File: src/rtl/alr_pkg.sv
`timescale 1ns / 1ps
`default_nettype none
package alr_pkg;

    localparam int SPAN_W  = 6;
    localparam int YPOS_W  = 28;
    localparam int GRAD_W  = 18;

    typedef struct packed {
        logic signed [15:0] start_x;
        logic signed [15:0] start_y;
        logic signed [15:0] end_x;
        logic signed [15:0] end_y;
        logic [7:0]         red;
        logic [7:0]         green;
        logic [7:0]         blue;
        logic [7:0]         opacity;
    } alr_in_t;

    typedef struct packed {
        logic signed [11:0] pixel_x;
        logic signed [11:0] pixel_y;
        logic               neighbour_on_x;
        logic [7:0]         alpha_main;
        logic [7:0]         alpha_neighbour;
        logic [7:0]         out_red;
        logic [7:0]         out_green;
        logic [7:0]         out_blue;
        logic               last;
        logic               clipped;
    } alr_out_t;

    // one line, set up for the column walk
    typedef struct packed {
        logic               steep;
        logic               clip;
        logic [11:0]        col1;
        logic [11:0]        col2;
        logic [YPOS_W-1:0]  yend1;
        logic [YPOS_W-1:0]  yend2;
        logic [YPOS_W-1:0]  grad;
        logic [12:0]        w1;
        logic [12:0]        w2;
        logic [7:0]         opacity;
        logic [SPAN_W-1:0]  inner;
        logic [7:0]         red;
        logic [7:0]         green;
        logic [7:0]         blue;
    } alr_desc_t;

endpackage
`default_nettype wire

File: src/rtl/alr_in_if.sv
`timescale 1ns / 1ps
`default_nettype none
interface alr_in_if;
    logic             valid;
    logic             ready;
    alr_pkg::alr_in_t data;
    modport source (output valid, output data, input ready);
    modport sink (input valid, input data, output ready);
endinterface
`default_nettype wire

File: src/rtl/alr_out_if.sv
`timescale 1ns / 1ps
`default_nettype none
interface alr_out_if;
    logic              valid;
    logic              ready;
    alr_pkg::alr_out_t data;
    modport source (output valid, output data, input ready);
    modport sink (input valid, input data, output ready);
endinterface
`default_nettype wire

File: src/rtl/alr_front.sv
`timescale 1ns / 1ps
`default_nettype none
module alr_front #(
    parameter int MAX_SPAN = 62
) (
    input  wire logic          clk,
    input  wire logic          rst_n,
    alr_in_if.sink             in_ch,
    input  wire logic          q_full,
    output logic               q_push,
    output alr_pkg::alr_desc_t q_data
);
    import alr_pkg::*;

    localparam logic [2:0] S_IDLE  = 3'd0;
    localparam logic [2:0] S_SWAP  = 3'd1;
    localparam logic [2:0] S_ORDER = 3'd2;
    localparam logic [2:0] S_DIV   = 3'd3;
    localparam logic [2:0] S_CALC  = 3'd4;

    logic [2:0]         st_reg, st_next;
    logic signed [15:0] ax_reg, ay_reg, bx_reg, by_reg;
    logic [7:0]         r_reg, g_reg, b_reg, op_reg;
    logic               steep_reg, neg_reg, dxz_reg;
    logic [15:0]        dx_reg, rem_reg;
    logic [16:0]        num_reg, q_reg;
    logic [4:0]         cnt_reg;

    // swap stage
    logic signed [16:0] sdx, sdy;
    logic [16:0]        adx, ady;
    logic               steep_c;

    // order stage
    logic               flip;
    logic signed [15:0] ox1, oy1, ox2, oy2;
    logic signed [16:0] odx, ody;
    logic [15:0]        mag;
    logic [32:0]        numer;

    // divide step
    logic [16:0]        trial;
    logic               qbit;

    // endpoint stage
    logic signed [GRAD_W-1:0] grad;
    logic signed [16:0]       sum1, sum2;
    logic signed [12:0]       col1, col2;
    logic [3:0]               fr1, fr2;
    logic signed [4:0]        d1, d2;
    logic signed [22:0]       pr1, pr2;
    logic signed [18:0]       off1, off2;
    logic [YPOS_W-1:0]        yend1, yend2;
    logic [4:0]               g1;
    logic signed [13:0]       raw;
    logic                     clip;
    logic [SPAN_W-1:0]        inner;

    assign in_ch.ready = (st_reg == S_IDLE);

    assign sdx = 17'(bx_reg) - 17'(ax_reg);
    assign sdy = 17'(by_reg) - 17'(ay_reg);
    assign adx = sdx[16] ? 17'(-sdx) : 17'(sdx);
    assign ady = sdy[16] ? 17'(-sdy) : 17'(sdy);
    assign steep_c = ady > adx;

    assign flip  = ax_reg > bx_reg;
    assign ox1   = flip ? bx_reg : ax_reg;
    assign oy1   = flip ? by_reg : ay_reg;
    assign ox2   = flip ? ax_reg : bx_reg;
    assign oy2   = flip ? ay_reg : by_reg;
    assign odx   = 17'(ox2) - 17'(ox1);
    assign ody   = 17'(oy2) - 17'(oy1);
    assign mag   = ody[16] ? 16'(-ody) : 16'(ody);
    assign numer = {1'b0, mag, 16'b0} + 33'(odx[16:1]);

    assign trial = {rem_reg, num_reg[16]};
    assign qbit  = trial >= {1'b0, dx_reg};

    assign grad = dxz_reg ? GRAD_W'(65536)
                : (neg_reg ? -$signed({1'b0, q_reg}) : $signed({1'b0, q_reg}));

    assign sum1 = 17'(ax_reg) + 17'sd8;
    assign sum2 = 17'(bx_reg) + 17'sd8;
    assign col1 = 13'(sum1 >>> 4);
    assign col2 = 13'(sum2 >>> 4);
    assign fr1  = sum1[3:0];
    assign fr2  = sum2[3:0];
    assign d1   = 5'sd8 - $signed({1'b0, fr1});
    assign d2   = 5'sd8 - $signed({1'b0, fr2});
    assign pr1  = 23'(grad) * 23'(d1);
    assign pr2  = 23'(grad) * 23'(d2);
    assign off1 = 19'((pr1 + 23'sd8) >>> 4);
    assign off2 = 19'((pr2 + 23'sd8) >>> 4);
    assign yend1 = {ay_reg[15:0], 12'b0} + YPOS_W'(off1);
    assign yend2 = {by_reg[15:0], 12'b0} + YPOS_W'(off2);
    assign g1   = 5'd16 - {1'b0, fr1};
    assign raw  = 14'(col2) - 14'(col1) - 14'sd1;
    assign clip = raw > $signed(14'(MAX_SPAN));
    assign inner = raw[13] ? '0 : (clip ? SPAN_W'(MAX_SPAN) : SPAN_W'(raw));

    always_comb
    begin
        q_data.steep   = steep_reg;
        q_data.clip    = clip;
        q_data.col1    = col1[11:0];
        q_data.col2    = col2[11:0];
        q_data.yend1   = yend1;
        q_data.yend2   = yend2;
        q_data.grad    = YPOS_W'(grad);
        q_data.w1      = 13'(g1 * op_reg);
        q_data.w2      = 13'(fr2 * op_reg);
        q_data.opacity = op_reg;
        q_data.inner   = inner;
        q_data.red     = r_reg;
        q_data.green   = g_reg;
        q_data.blue    = b_reg;
    end

    assign q_push = (st_reg == S_CALC) && !q_full;

    always_comb
    begin
        st_next = st_reg;
        case (st_reg)
            S_IDLE:  if (in_ch.valid) st_next = S_SWAP;
            S_SWAP:  st_next = S_ORDER;
            S_ORDER: st_next = S_DIV;
            S_DIV:   if (cnt_reg == 5'd1) st_next = S_CALC;
            S_CALC:  if (!q_full) st_next = S_IDLE;
            default: st_next = S_IDLE;
        endcase
    end

    always_ff @(posedge clk or negedge rst_n)
    begin
        if (!rst_n)
            st_reg <= S_IDLE;
        else
            st_reg <= st_next;
    end

    always_ff @(posedge clk)
    begin
        case (st_reg)
            S_IDLE:
            begin
                ax_reg <= in_ch.data.start_x;
                ay_reg <= in_ch.data.start_y;
                bx_reg <= in_ch.data.end_x;
                by_reg <= in_ch.data.end_y;
                r_reg  <= in_ch.data.red;
                g_reg  <= in_ch.data.green;
                b_reg  <= in_ch.data.blue;
                op_reg <= in_ch.data.opacity;
            end
            S_SWAP:
            begin
                steep_reg <= steep_c;
                if (steep_c)
                begin
                    ax_reg <= ay_reg;
                    ay_reg <= ax_reg;
                    bx_reg <= by_reg;
                    by_reg <= bx_reg;
                end
            end
            S_ORDER:
            begin
                ax_reg  <= ox1;
                ay_reg  <= oy1;
                bx_reg  <= ox2;
                by_reg  <= oy2;
                dx_reg  <= odx[15:0];
                dxz_reg <= (odx == 17'sd0);
                neg_reg <= ody[16];
                rem_reg <= numer[32:17];
                num_reg <= numer[16:0];
                q_reg   <= '0;
                cnt_reg <= 5'd17;
            end
            S_DIV:
            begin
                rem_reg <= qbit ? 16'(trial - {1'b0, dx_reg}) : trial[15:0];
                num_reg <= {num_reg[15:0], 1'b0};
                q_reg   <= {q_reg[15:0], qbit};
                cnt_reg <= cnt_reg - 5'd1;
            end
            default:
            begin
            end
        endcase
    end

endmodule
`default_nettype wire

File: src/rtl/alr_queue.sv
`timescale 1ns / 1ps
`default_nettype none
module alr_queue (
    input  wire logic          clk,
    input  wire logic          rst_n,
    input  wire logic          push,
    input  alr_pkg::alr_desc_t push_data,
    output logic               full,
    input  wire logic          pop,
    output logic               head_valid,
    output alr_pkg::alr_desc_t head
);
    import alr_pkg::*;

    alr_desc_t   mem_reg [2];
    logic        wp_reg, rp_reg;
    logic [1:0]  cnt_reg;

    assign full       = (cnt_reg == 2'd2);
    assign head_valid = (cnt_reg != 2'd0);
    assign head       = mem_reg[rp_reg];

    always_ff @(posedge clk)
    begin
        if (push)
            mem_reg[wp_reg] <= push_data;
    end

    always_ff @(posedge clk or negedge rst_n)
    begin
        if (!rst_n)
        begin
            wp_reg  <= 1'b0;
            rp_reg  <= 1'b0;
            cnt_reg <= 2'd0;
        end
        else
        begin
            if (push)
                wp_reg <= ~wp_reg;
            if (pop)
                rp_reg <= ~rp_reg;
            cnt_reg <= cnt_reg + 2'(push) - 2'(pop);
        end
    end

`ifndef SYNTHESIS
    a_no_overflow: assert property (@(posedge clk) disable iff (!rst_n)
        full |-> !push) else $error("queue push while full");
    a_no_underflow: assert property (@(posedge clk) disable iff (!rst_n)
        !head_valid |-> !pop) else $error("queue pop while empty");
    a_count: assert property (@(posedge clk) disable iff (!rst_n)
        cnt_reg != 2'd3) else $error("queue count out of range");
`endif

endmodule
`default_nettype wire

File: src/rtl/alr_back.sv
`timescale 1ns / 1ps
`default_nettype none
module alr_back (
    input  wire logic          clk,
    input  wire logic          rst_n,
    input  wire logic          q_valid,
    input  alr_pkg::alr_desc_t q_head,
    output logic               q_pop,
    alr_out_if.source          out_ch
);
    import alr_pkg::*;

    localparam logic [1:0] P_EP1   = 2'd0;
    localparam logic [1:0] P_INNER = 2'd1;
    localparam logic [1:0] P_EP2   = 2'd2;

    logic [1:0]        phase_reg;
    logic [YPOS_W-1:0] inter_reg;
    logic [11:0]       col_reg;
    logic [SPAN_W-1:0] cnt_reg;
    logic              ov_reg;
    alr_out_t          od_reg;

    logic              adv;
    logic [YPOS_W-1:0] ypos;
    logic [11:0]       col, row;
    logic [12:0]       w;
    logic [16:0]       cov;
    logic [29:0]       pm, pn;

    assign adv = q_valid && (!ov_reg || out_ch.ready);
    assign q_pop = adv && (phase_reg == P_EP2);

    always_comb
    begin
        case (phase_reg)
            P_EP1:
            begin
                ypos = q_head.yend1;
                col  = q_head.col1;
                w    = q_head.w1;
            end
            P_INNER:
            begin
                ypos = inter_reg;
                col  = col_reg;
                w    = {1'b0, q_head.opacity, 4'b0};
            end
            default:
            begin
                ypos = q_head.yend2;
                col  = q_head.col2;
                w    = q_head.w2;
            end
        endcase
    end

    assign row = ypos[27:16];
    assign cov = 17'd65536 - {1'b0, ypos[15:0]};
    assign pm  = 30'(cov) * 30'(w);
    assign pn  = 30'(ypos[15:0]) * 30'(w);

    always_ff @(posedge clk or negedge rst_n)
    begin
        if (!rst_n)
        begin
            phase_reg <= P_EP1;
            ov_reg    <= 1'b0;
        end
        else
        begin
            if (adv)
                ov_reg <= 1'b1;
            else if (out_ch.ready)
                ov_reg <= 1'b0;
            if (adv)
            begin
                case (phase_reg)
                    P_EP1:   phase_reg <= (q_head.inner == '0) ? P_EP2 : P_INNER;
                    P_INNER: if (cnt_reg == SPAN_W'(1)) phase_reg <= P_EP2;
                    default: phase_reg <= P_EP1;
                endcase
            end
        end
    end

    always_ff @(posedge clk)
    begin
        if (adv)
        begin
            od_reg.pixel_x         <= q_head.steep ? row : col;
            od_reg.pixel_y         <= q_head.steep ? col : row;
            od_reg.neighbour_on_x  <= q_head.steep;
            od_reg.alpha_main      <= pm[27:20];
            od_reg.alpha_neighbour <= pn[27:20];
            od_reg.out_red         <= q_head.red;
            od_reg.out_green       <= q_head.green;
            od_reg.out_blue        <= q_head.blue;
            od_reg.last            <= (phase_reg == P_EP2);
            od_reg.clipped         <= q_head.clip;
            if (phase_reg == P_EP1)
            begin
                inter_reg <= q_head.yend1 + q_head.grad;
                col_reg   <= q_head.col1 + 12'd1;
                cnt_reg   <= q_head.inner;
            end
            else
            begin
                inter_reg <= inter_reg + q_head.grad;
                col_reg   <= col_reg + 12'd1;
                cnt_reg   <= cnt_reg - SPAN_W'(1);
            end
        end
    end

    assign out_ch.valid = ov_reg;
    assign out_ch.data  = od_reg;

`ifndef SYNTHESIS
    a_inner_count: assert property (@(posedge clk) disable iff (!rst_n)
        phase_reg == P_INNER |-> cnt_reg != '0) else $error("inner walk with zero count");
    a_last_pops: assert property (@(posedge clk) disable iff (!rst_n)
        q_pop |=> out_ch.valid && out_ch.data.last) else $error("pop without last item");
    a_skip_inner: assert property (@(posedge clk) disable iff (!rst_n)
        adv && phase_reg == P_EP1 && q_head.inner == '0 |=> phase_reg == P_EP2)
        else $error("empty inner span not skipped");
`endif

endmodule
`default_nettype wire

File: src/rtl/antialiased_line_rasterizer_top.sv
// Antialiased line unit: one item is a segment with signed 12.4 endpoints, a color and an
// opacity; it returns two to MAX_SPAN+2 pixel-pair items, first endpoint column, inner columns,
// then the second endpoint column (last set). The front end sets up one line at a time, mostly
// in the 17-step gradient divider; the back end emits one pair per cycle while a line is queued
// and the output is not stalled. A two-entry line queue lets the next line be set up while the
// current one is walked; the output pairs are registered.
`timescale 1ns / 1ps
`default_nettype none
module antialiased_line_rasterizer_top #(
    parameter int MAX_SPAN = 62
) (
    input  wire logic clk,
    input  wire logic rst_n,
    alr_in_if.sink    in_ch,
    alr_out_if.source out_ch
);
    import alr_pkg::*;

    logic      push, full, pop, head_valid;
    alr_desc_t push_data, head;

    alr_front #(.MAX_SPAN(MAX_SPAN)) u_front (
        .clk    (clk),
        .rst_n  (rst_n),
        .in_ch  (in_ch),
        .q_full (full),
        .q_push (push),
        .q_data (push_data)
    );

    alr_queue u_queue (
        .clk        (clk),
        .rst_n      (rst_n),
        .push       (push),
        .push_data  (push_data),
        .full       (full),
        .pop        (pop),
        .head_valid (head_valid),
        .head       (head)
    );

    alr_back u_back (
        .clk     (clk),
        .rst_n   (rst_n),
        .q_valid (head_valid),
        .q_head  (head),
        .q_pop   (pop),
        .out_ch  (out_ch)
    );

endmodule
`default_nettype wire

File: src/flat_wrapper.sv
// flat-port wrapper written by rule: the top's interface ports become plain ports
module antialiased_line_rasterizer_top_flat import alr_pkg::*;
#(
    parameter int MAX_SPAN = 62
)
  (clk, rst_n, in_ch_valid, in_ch_data, in_ch_ready, out_ch_valid, out_ch_data, out_ch_ready);
  alr_in_if in_ch_i ();
  alr_out_if out_ch_i ();
  input  wire logic clk;
  input  wire logic rst_n;
  input wire logic [$bits(in_ch_i.valid)-1:0] in_ch_valid;
  input wire logic [$bits(in_ch_i.data)-1:0] in_ch_data;
  output wire logic [$bits(in_ch_i.ready)-1:0] in_ch_ready;
  output wire logic [$bits(out_ch_i.valid)-1:0] out_ch_valid;
  output wire logic [$bits(out_ch_i.data)-1:0] out_ch_data;
  input wire logic [$bits(out_ch_i.ready)-1:0] out_ch_ready;
  assign in_ch_i.valid = in_ch_valid;
  assign in_ch_i.data = in_ch_data;
  assign in_ch_ready = in_ch_i.ready;
  assign out_ch_valid = out_ch_i.valid;
  assign out_ch_data = out_ch_i.data;
  assign out_ch_i.ready = out_ch_ready;
  antialiased_line_rasterizer_top #(.MAX_SPAN(MAX_SPAN)) u_core (.clk(clk), .rst_n(rst_n), .in_ch(in_ch_i), .out_ch(out_ch_i));
endmodule
File: config.mk
export PLATFORM = sky130hd
export DESIGN_NAME = antialiased_line_rasterizer_top_flat
export DESIGN_NICKNAME = d
export VERILOG_FILES = /design/src/rtl/alr_pkg.sv /design/src/rtl/alr_in_if.sv /design/src/rtl/alr_out_if.sv /design/src/rtl/alr_front.sv /design/src/rtl/alr_queue.sv /design/src/rtl/alr_back.sv /design/src/rtl/antialiased_line_rasterizer_top.sv /design/src/flat_wrapper.sv
export SDC_FILE = /design/constraint.sdc
export NUM_CORES = 2
export LEC_CHECK = 0
export BUFFER_PORTS_ARGS = -buffer_cell sky130_fd_sc_hd__buf_2
export CAP_MARGIN = 15
export CORE_ASPECT_RATIO = 0.5
export CORE_MARGIN = 5
export CORE_UTILIZATION = 65
export DETAILED_ROUTE_END_ITERATION = 8
export PLACE_DENSITY = 0.94
export SLEW_MARGIN = 20
export SYNTH_ARGS = -nofsm -noshare
export SYNTH_HDL_FRONTEND = slang
export SYNTH_SLANG_ARGS = --single-unit
File: constraint.sdc
create_clock -name clk -period 11.24 [get_ports clk]
set_clock_uncertainty 0.1 [all_clocks]
set_input_delay 0.562 -clock clk [delete_from_list [all_inputs] [get_ports clk]]
set_output_delay 0.562 -clock clk [all_outputs]
set_load 0.05 [all_outputs]
# Word-level counts from Yosys, hierarchy flattened
# Memory sizes are Yosys's and may differ from the RTL's.
# Index checks and enable logic that the tools add are counted.
# Widths: inputs -> output; s select.
# totals
reg_bits,293
wordCells,152
out_inout_bits,69
in_bits,100
memories,1
mem_bits_rw,346
# mem_list
memory,depth,width,rd,rd_ports_with_merged_regs,write_ports,line_no,text
u_core.u_queue.mem_reg,2,173,1,0,1,alr_queue.sv:15,alr_desc_t mem_reg [2];
# op_classes
n_eq_ne,14
order_cmp,4
n_addsub,30
muxes,43
n_reduce_logical,17
bitwise,2
n_mul,6
# op_table
operator,n
$pmux 16 s3,4
$mux 16,10
$add 28x28->28,4
$pmux 17 s2,2
$sub 16x16->17,4
$pmux 28 s2,1
$add 23x5->23 const B,2
$mul 18x5->23,2
$mux 12,3
$mux 18,2
$add 16x5->17 const B,2
$mux 17,2
$neg 17->17,2
$add 32x16->33,1
$pmux 16 s2,1
$mul 16x13->28,1
$mul 17x13->28,1
$mux 28,1
$pmux 13 s2,1
$add 12x1->12 const B,2
$pmux 12 s2,1
$mux 6,3
$neg 17->18,1
$ge 17x16->1,1
42 further kinds,62

# Longest topological paths before layout
# depth
depth_word,7
ltp_mapped,44
depth_no_buf,43

# By module
# Synthesis repeated with hierarchy kept, for this count alone.
# unflattened
cells_unflattened,5622
area_unflattened_um2,56347.8
# by_module_without_submodules
mod,n_inst,seq_area_each_um2,area_each_um2,cells_per_inst
alr_front,1,5180.0,24011.8,2901
alr_back,1,3468.3,19533.7,2165
alr_queue,1,10550.1,12802.3,556

# Least setup slack after synthesis
# Ideal clock, no wire load.
# synth_timing
path_kind,reg-to-reg
from,register u_core.u_queue.rp_reg
to,"register u_core.u_back.od_reg (netlist bit u_core.u_back.out_ch.data[41]), data pin"
path_slack_ns,2.495
setup_time_ns,0.260
n_path_buf,8
t_arrival_ns,8.385
required_time_ns,10.880
path_stages_with_launch,34
path_cell_list,dfrtp_1 buf_2 buf_2 buf_2 buf_2 buf_1 clkbuf_1 clkbuf_1 o211ai_1 o31ai_1 clkbuf_1 nand2_1 fa_1 inv_1 fa_1 fa_1 inv_1 fa_1 inv_1 fa_1 ha_1 a21o_1 a21o_1 a21oi_1 and2_0 inv_1 o311ai_0 a21boi_0 o21a_1 o21ai_0 a21boi_0 o21a_1 a31oi_1 xnor2_1
# synth_via
elab_chain_cells,4
# synth_lines
element,line_no,text
start: declaration,alr_queue.sv:16,"logic wp_reg, rp_reg;"
start signal: assignment,alr_queue.sv:42,rp_reg <= ~rp_reg;
$mem_v2 2x173 *,-,
$pmux 28 s2,alr_back.sv:36,case (phase_reg)
$sub 17x16->17,alr_back.sv:59,"assign cov = 17'd65536 - {1'b0, ypos[15:0]};"
$mul 17x13->28 *,alr_back.sv:60,assign pm = 30'(cov) * 30'(w);
net u_core.u_back.pm[27],alr_back.sv:29,"logic [29:0] pm, pn;"
end: declaration,alr_back.sv:22,alr_out_t od_reg;
# Mark *: on every way through the listed nets, which the timed path passes. The rest lies on a longest branch.
# A chain may end at the register's enable or synchronous reset.

# Worst setup path in the final report
# Ends and elaborated chain as after synthesis.

==> impl_results.md <==
* CP max stage delay at between 800 and 900 ps
* Overflow left after global routing at 0
* Post-synthesis sequential area ratio at 0.3412
* Core footprint at 82220 um^2
* Reg2Reg Depth at 33
* Share of layout cells above drive strength 1 at 0.08750
* Total die area at 89820 um^2
* Hold violation total from the final report at 0
* Primary flip-flop cell chosen by synthesis mapping: sky130_fd_sc_hd__edfxtp_1
* CTS tree: done
* Sequential cell area at roughly 19000 um^2
* Slack of the worst reg-to-reg path at 430 ps
* Final-report setup violation count at 0
* Fill cell instance count of the final layout at 5236
* Fin Setup TNS at 0 ps
* Area overhead of the layout relative to synthesis at 7.353%
* Adder and majority cell fraction of the synthesized area at 0.2625
* Mean instance size in the synthesized netlist at just over 10 um^2
* Insertion delay to the later sink of the worst-skew pair at roughly 660 ps
* Setup CP Type: flip-flop to flip-flop
* Ratio of final minimum period to clock period at 0.9616
* Final routed wirelength across all metal layers at about 160000 um
* Type of element capturing the critical path: flip-flop
* Area of the multi-input gates at 32120 um^2
* Number of nets in the layout at 6432
* Remaining antenna violation count after routing at 0
* Hold Path Depth at 1
* Row count at 74
* Clk Tree Root Cell: sky130_fd_sc_hd__clkbuf_16
* RR Endpoint: u_core.u_back.out_ch.data[41]
* Synth top area share at 0.3366
* Synth Area in XOR/XNOR at 0.04933
* Max FFs per register at 326
* Compound-gate portion of the synthesized area at 0.1051
* Flip-flop and latch count after synthesis at between 600 and 700
* Setup crit start kind: flip-flop
* Combined global-route utilization of all metal layers at 0.3501
* Routed length per placed instance at 24.13 um
* Synth Net Count at 6358
* Detailed-placement wirelength estimate at around 110000 um
* Simple logic cell fraction of the synthesized area at 0.1301
* Floorplan die width at 418.9 um
* Worst slew pin tran at 1190 ps
* Min cycle time layout at 10810 ps
* Total iterations of the first detailed-routing run at 9
* Share of flip-flops with an asynchronous set or reset at 0.01616
* CP most frequent cell: sky130_fd_sc_hd__fa_1
* Worst min-delay path class: input port to flip-flop
* Register clock-pin slew on the reported worst setup and hold paths at 80 ps
* Number of enable flip-flop cells after synthesis at slightly above 600
* Most used cells in the layout excluding fill and tap cells: sky130_fd_sc_hd__inv_1 (746), sky130_fd_sc_hd__edfxtp_1 (609), sky130_fd_sc_hd__nand2_1 (606)
* Number of different library cells in the post-synthesis netlist at 95
* Final-report max-slew violation count at 0
* Quantity of I/O buffers inserted on ports at 168
* Max Fclk at 92.52 MHz
* Relative max-transition margin at 0.2004
* Library cell contributing the largest single delay on the critical path: sky130_fd_sc_hd__dfrtp_4
* Avg Vias per Cell at between 6 and 7
* Required arrival time at the worst endpoint at 11540 ps
* Post-synthesis instance area at 54330 um^2
* CP max FO at 33
* Vias at 43201
* Worst Min Path Start: in_ch_data[25]
* H-tree depth reported by CTS at 2
* Mux cell area share after synthesis at 0.04072
* Initial standard-cell utilization of the core at 0.6608
* Clock buffer depth at 3
* Number of design rule violations left after detail routing at 0
* Top cells by area in the synthesized netlist: sky130_fd_sc_hd__edfxtp_1 (34%), sky130_fd_sc_hd__fa_1 (17%), sky130_fd_sc_hd__ha_1 (9.0%)
* Count of maximum capacitance violations at 0
* Most frequent standard cell in the layout excluding fill and tap cells: sky130_fd_sc_hd__inv_1
* Maximum number of pins on one net before global-route repair at 164
* RSZ-0062 raised after global routing: false
* Hold Path Sink: u_core.u_front.r_reg[1]
* RD Place Congestion at 1.000
* Clock buffers created by TritonCTS at 57
* Wire length of the first global-routing pass at ~250000 um
* TritonCTS sink count at just over 600
* Dominant combinational cell family by area after synthesis: adder cells
* Vert. Die Dim at approximately 210 um
* Count of pins on the block boundary at around 170
* Outcome: finished clean
* Detailed Route Iter0 Violations at between 5000 and 6000
* Count of warnings emitted by yosys at 0
* Cell accounting for the most synthesized area: sky130_fd_sc_hd__edfxtp_1
* Arrival time of the worst setup path at between 10000 and 15000 ps
* Initial antenna violation count at 7
* Cells after Synth at 5399
* Number of global-route vias before repair at 45448
* Reg-to-reg startpoint: u_core.u_queue.rp_reg
* Number of instances resized during post-cts repair at 0
==> routing by layer <==
layer  track usage  part of all wire
met1        0.4163              0.34
met2        0.5753              0.47
met3       0.08652              0.12
met4        0.2196             0.078
met5             0           0.00061
==> per-stage QoR <==
stage                       util  cells  hold WS (ps)  setup WS, ps  cell area, um^2
after floorplan                -   5399         166.4          2495            54330
after global routing      0.7094   6623         5.244         42.07            58320
after global placement    0.6836   6489         322.7          1113            56200
final                     0.7094   6624         13.17         431.6            58320
after CTS                 0.7088   6622         2.562         864.9            58270
after detailed placement  0.6837   6489         334.4         970.0            56210
==> cells by family after synthesis <==
| logic type | after synthesis |
|---|---|
| and+or+nand+nor | 1548 |
| buffers and inverters | 1000 |
| AOI/OAI and AO/OA | 863 |
| adders and majority gates | 859 |
| DFF | 619 |
| xor gates and xnor gates | 306 |
| muxes | 204 |
==> critical path: cells and delay by family (launching register included) <==
kind,cells,cell delay [ps]
buffers and inverters,5,460
XOR/XNOR,2,570
AO/OA/AOI/OAI,12,2770
adder cells (fa/ha/maj),6,2850
flip-flops,1,850
AND/OR/NAND/NOR,7,2350
multiplexers,1,590
==> final cells by class <==
cell class,count,area share
Timing Repair Buffer,265,0.02849
Sequential cell,619,0.3179
Antenna cell,2,0.00008581
Inverter,750,0.04831
Clock inverter,38,0.005256
Clock buffer,68,0.02553
Multi-Input combinational cell,3780,0.5508
Tap cell,1102,0.02364
==> what timing repair did <==
action                     in CTS  in global routing
hold endpoints to repair       36                  0
setup buffers                   0                  0
setup endpoints to repair       0                  0
hold buffers                   27                  0
==> cells in the mapped netlist, drive strengths merged, types with 23 or more instances <==
library cell  number
a211oi            34
a21boi            28
a21o              75
a21oi            248
a221o             28
a22oi             40
and2             157
and3              44
buf               47
clkbuf           203
edfxtp           609
fa               468
ha               391
inv              748
mux2              86
mux2i            113
nand2            607
nand2b            45
nand3             40
nand4             27
nor2             425
nor2b             46
nor3              66
o211a             23
o21a              32
o21ai            176
o21bai            50
or3               28
xnor2            235
xor2              71
==> worst max-delay path by stage <==
stage | startpoint | to | cells after the start
final | u_core.u_queue.rp_reg | u_core.u_back.out_ch.data[41] | 33
after global routing | u_core.u_queue.rp_reg | u_core.u_back.out_ch.data[40] | 33
after CTS | u_core.u_back.phase_reg[0] | u_core.u_back.out_ch.data[41] | 33
after detailed placement | u_core.u_queue.rp_reg | u_core.u_back.out_ch.data[41] | 32
after global placement | u_core.u_queue.rp_reg | u_core.u_back.out_ch.data[41] | 32
after floorplan | u_core.u_queue.rp_reg | u_core.u_back.out_ch.data[41] | 33
Power is not shown: default switching activity piles up to over one toggle a cycle in this logic, so the estimate is an artifact.
